**src/sv/multi_tap_ring_delay_defines.svh**
```systemverilog
// Assertion macros used by the delay line sequencer (mtrd_seq).
`ifndef MULTI_TAP_RING_DELAY_DEFINES_SVH
`define MULTI_TAP_RING_DELAY_DEFINES_SVH
`ifndef NO_ASSERTIONS
`define MTRD_ASSERT_IMP(label, clk, rst_n, cond, prop, msg) \
    label: assert property (@(posedge clk) disable iff (!rst_n) (cond) |-> (prop)) \
        else $error(msg);
`define MTRD_ASSERT_NXT(label, clk, rst_n, cond, prop, msg) \
    label: assert property (@(posedge clk) disable iff (!rst_n) (cond) |=> (prop)) \
        else $error(msg);
`else
`define MTRD_ASSERT_IMP(label, clk, rst_n, cond, prop, msg)
`define MTRD_ASSERT_NXT(label, clk, rst_n, cond, prop, msg)
`endif
`endif

```
**src/sv/mtrd_pkg.sv**
```systemverilog
package mtrd_pkg;

    localparam int DEPTH     = 65536;
    localparam int TAPS      = 8;
    localparam int TAP_SLOTS = 8;
    localparam int SAMPLE_W  = 16;
    localparam int DELAY_W   = 17;
    localparam int ADDR_W    = $clog2(DEPTH);
    localparam int CALC_W    = (DELAY_W > ADDR_W + 1) ? DELAY_W : ADDR_W + 1;
    localparam int CFG_IDX_W = 4;
    localparam int TAP_IDX_W = $clog2(TAP_SLOTS);
    localparam int CNT_W     = TAP_IDX_W + 1;

    typedef logic [SAMPLE_W-1:0] sample_t;
    typedef logic [DELAY_W-1:0]  delay_t;
    typedef logic [ADDR_W-1:0]   addr_t;

    typedef struct packed {
        delay_t [TAP_SLOTS-1:0]  delay;
        logic   [TAP_SLOTS-1:0]  enable;
    } tap_cfg_t;

    typedef struct packed {
        sample_t [TAP_SLOTS-1:0] tap;
        logic    [TAP_SLOTS-1:0] valid;
    } result_t;

endpackage

```
**src/sv/mtrd_cfg.sv**
```systemverilog
module mtrd_cfg
    import mtrd_pkg::*;
(
    input  logic                 clk,
    input  logic                 rst_n,
    input  logic                 cfg_we,
    input  logic [CFG_IDX_W-1:0] cfg_index,
    input  logic [DELAY_W-1:0]   cfg_data,
    output tap_cfg_t             tap_cfg
);

    delay_t delay_reg [TAP_SLOTS];

    always_ff @(posedge clk or negedge rst_n)
    begin
        if (!rst_n)
        begin
            for (int i = 0; i < TAP_SLOTS; i++)
            begin
                delay_reg[i] <= '0;
            end
        end
        else if (cfg_we && (cfg_index < CFG_IDX_W'(TAP_SLOTS)))
        begin
            delay_reg[cfg_index[TAP_IDX_W-1:0]] <= cfg_data;
        end
    end

    // Slots at or above TAPS stay disabled even when their register is written.
    always_comb
    begin
        for (int t = 0; t < TAP_SLOTS; t++)
        begin
            tap_cfg.delay[t]  = delay_reg[t];
            tap_cfg.enable[t] = (t < TAPS) && (|delay_reg[t]);
        end
    end

endmodule

```
**config.mk**
```make
export PLATFORM = sky130hd
export DESIGN_NAME = mtrd_cfg
export DESIGN_NICKNAME = d
export VERILOG_FILES = /design/src/sv/multi_tap_ring_delay_defines.svh /design/src/sv/mtrd_pkg.sv /design/src/sv/mtrd_cfg.sv
export SDC_FILE = /design/constraint.sdc
export NUM_CORES = 1
export LEC_CHECK = 0
export ABC_AREA = 1
export BUFFER_PORTS_ARGS = -buffer_cell sky130_fd_sc_hd__buf_2
export CORE_ASPECT_RATIO = 0.6
export CORE_UTILIZATION = 40
export CTS_CLUSTER_SIZE = 40
export DETAILED_ROUTE_END_ITERATION = 8
export SLEW_MARGIN = 20
export SYNTH_ARGS = -nofsm -noshare
export SYNTH_HDL_FRONTEND = slang
export SYNTH_SLANG_ARGS = --single-unit
```
**constraint.sdc**
```tcl
create_clock -name clk -period 0.9 [get_ports clk]
set_input_delay 0.045 -clock clk [delete_from_list [all_inputs] [get_ports clk]]
set_output_delay 0.045 -clock clk [all_outputs]
set_load 0.02 [all_outputs]
```
==> flow_summary.ini <==
[timing]
timing.setup.tns_ns = -31.27
period_minus_slack_ns = 1.45
tightest_slew_ns = 0.383
rsz0062_at_grt = true
setup_viol = 148
worst_slack_ns = -0.549
finalCritPeriodShare_pct = 161
slew_headroom_pct = 74.4
hold_viol = 0
clock-skew-final_ns = 0
slew_viol_final = 0
fmax_mhz = 690

[route]
avgViaCountPerCell = 4.98
totalWireLength_um = 22900
vias = 6536
wl_per_cell_um = 17.4
drc_errors = 0
drt_iter0_drc = 501
dr.pass1.iters = 5
ant_nets = 0

[floorplanning]
die_y_um = 96.7
start_util_pct = 41.1
coreArea_um2 = 14500
io_pins = 168
dieArea_um2 = 15500
die_w_um = 160
rows = 34

[clock_network]
root_buffer = clkbuf_16
cts_max_path_buffers = 2
cts_max_level = 4
path_clk_slew_ns = 0.06
clock-sinks = 136
worstSkewPairLatency_ns = 0.41
cts_buffers = 17
cts_tree = yes

[synthesis]
synth_compound_area_share_pct = 2.84
synth-adder-area-share_pct = 0
synth_area_um2 = 5980
synth-seq-area-share_pct = 56.9
synthXorXnorAreaFrac_pct = 0
ys_seq_elements = 136
avgSynthCellArea_um2 = 8.02
syn_inst = 746
synthDistinctLibCells = 17
yosys_warnings = 0
synthesis.nets = 770
muxShareOfSynthArea_pct = 0
yosys.area_share.simple_pct = 35.5
synth_top_family_by_area = simple AND/OR/NAND/NOR gates

[run]
maxCapViolations = 0

[setup_path]
crit_family = simple AND/OR/NAND/NOR gates
critPathCaptureType = output port
cpPeakStageDelay_ns = 0.41
crit_fanout = 2
rrSetupSlack_ns = -0.08
path_buf_inv = 1
cp.required_ns = 0.85
path_common_cell = nor2_1
slowest_stage = dfrtp_1
path_cells = nor2_1 -> nand3_1 -> nor2_1 -> nand2_1 -> buf_6
arrival_ns = 1.40
cp-start-kind = flip-flop
path_class = reg -> out

[cells_and_area]
layout_common_cells = nand2_1, buf_6, dfrtp_1
n_antenna_cell = 0
layout.nets = 1126
layout_commonest_cell = nand2_1
drive_gt1_share_pct = 41.5
fin_util_pct = 74.5
fin_cells = 1313
area_delta_synth_final_pct = 81.1
largest_reg_flops = 136
num-fill-cells = 1033

[global_routing]
antenna_found_initial = 0
grt_pass1_wl_um = 34300
grt_pass1_vias = 6179
overflow = 0
grt_max_degree = 34
grtUsageTotal_pct = 29.5

[pwr]
peakVddDrop_uv = 1280
power.density_nw_per_um2 = 2500
p_leak_nw = 5.69

[run_status]
run_status = complete, but fails checks
violations = negative setup slack

[placement]
placed_cells = 1229
place_congestion = 0.814
dp_hpwl_um = 13900
numPortBuffers = 167

[hold_path]
worstHoldPathType = in -> reg
-- per-stage QoR --
| stage | total power [mW] | area, µm² | hold WS [ns] | setup WS, ns |
|---|---|---|---|---|
| 4_1_cts | 26.0 | 10400 | 0.00323 | -0.543 |
| 3_5_place_dp | 15.8 | 8300 | -0.0714 | -0.203 |
| 2_1_floorplan | 11.7 | 6030 | -0.251 | 0.000889 |
| 6_report | 27.1 | 10800 | 0.0239 | -0.549 |
| 5_1_grt | 28.3 | 10800 | 0.0139 | -0.642 |
| 3_3_place_gp | 15.7 | 8300 | -0.0694 | -0.136 |
-- worst reg2reg max path, delay by kind of cell (launching register included) --
kind          cells  cell delay, ns
flops             1            0.39
buf+inv           3            0.38
simple gates      2            0.10
-- Yosys cell counts --
cell | number | area (µm²)
nand2_2 | 4 | 25.0
nor2_4 | 7 | 78.8
nand2_1 | 340 | 1280
nand3_1 | 77 | 385
clkbuf_2 | 2 | 10.0
nor2_1 | 83 | 312
o21ai_0 | 33 | 165
buf_2 | 33 | 165
buf_4 | 5 | 37.5
nand3_2 | 4 | 40.0
inv_1 | 11 | 41.3
dfrtp_1 | 136 | 3400
buf_1 | 1 | 3.75
inv_2 | 3 | 11.3
o21ai_1 | 1 | 5.00
nor2_2 | 1 | 6.26
clkbuf_1 | 5 | 18.8
-- area by class of cell --
class	count	area, µm²	share of cell area [%]
clock buffers	20	457	4.21
flip-flops and latches	136	3400	31.4
well taps	198	248	2.29
clock inverters	12	173	1.59
multi-input cells	550	2420	22.3
inverters	14	52.6	0.485
repair buffers	383	4080	37.7
-- metal layers --
metal | track usage [%] | part of all wire (%) | up-vias
li1 | - | - | 3043
met1 | 42.3 | 44 | 3170
met2 | 44.1 | 46 | 295
met3 | 7.55 | 8.5 | 28
met4 | 8.50 | 1.5 | 0
met5 | 0 | 0 | -
-- cell families (layout without fill, tap and decap cells) --
family / Yosys count / in the layout
AO/OA/AOI/OAI: 34 / 34
buffers and inverters: 60 / 429
flip-flops: 136 / 136
AND/OR/NAND/NOR: 516 / 516
-- final timing paths --
check,start,to,cells past startpoint
max in group asynchronous,rst_n,tap_cfg[90],3
hold reg to reg,tap_cfg[41],tap_cfg[41],2
setup / recovery,tap_cfg[110],tap_cfg[6],5
min in group asynchronous,rst_n,tap_cfg[133],2
setup reg to reg,tap_cfg[112],tap_cfg[112],5
hold / removal,cfg_data[15],tap_cfg[40],3
-- power breakdown --
group	total [mW]	leakage (nW)	internal [mW]	switching [mW]
Sequential	8.36	1.73	7.37	0.988
Combinational	11.2	3.65	6.06	5.19
Clock	7.47	0.306	4.78	2.69
-- repair_timing --
action | CTS | global route
resized for setup | 389 | 100
setup endpoints to repair | 144 | 147
hold buffers | 7 | 0
setup buffers | 29 | 66
pin swaps | 4 | 41
hold endpoints to repair | 152 | 0
No activity file was read; power rests on OpenSTA's default activity.
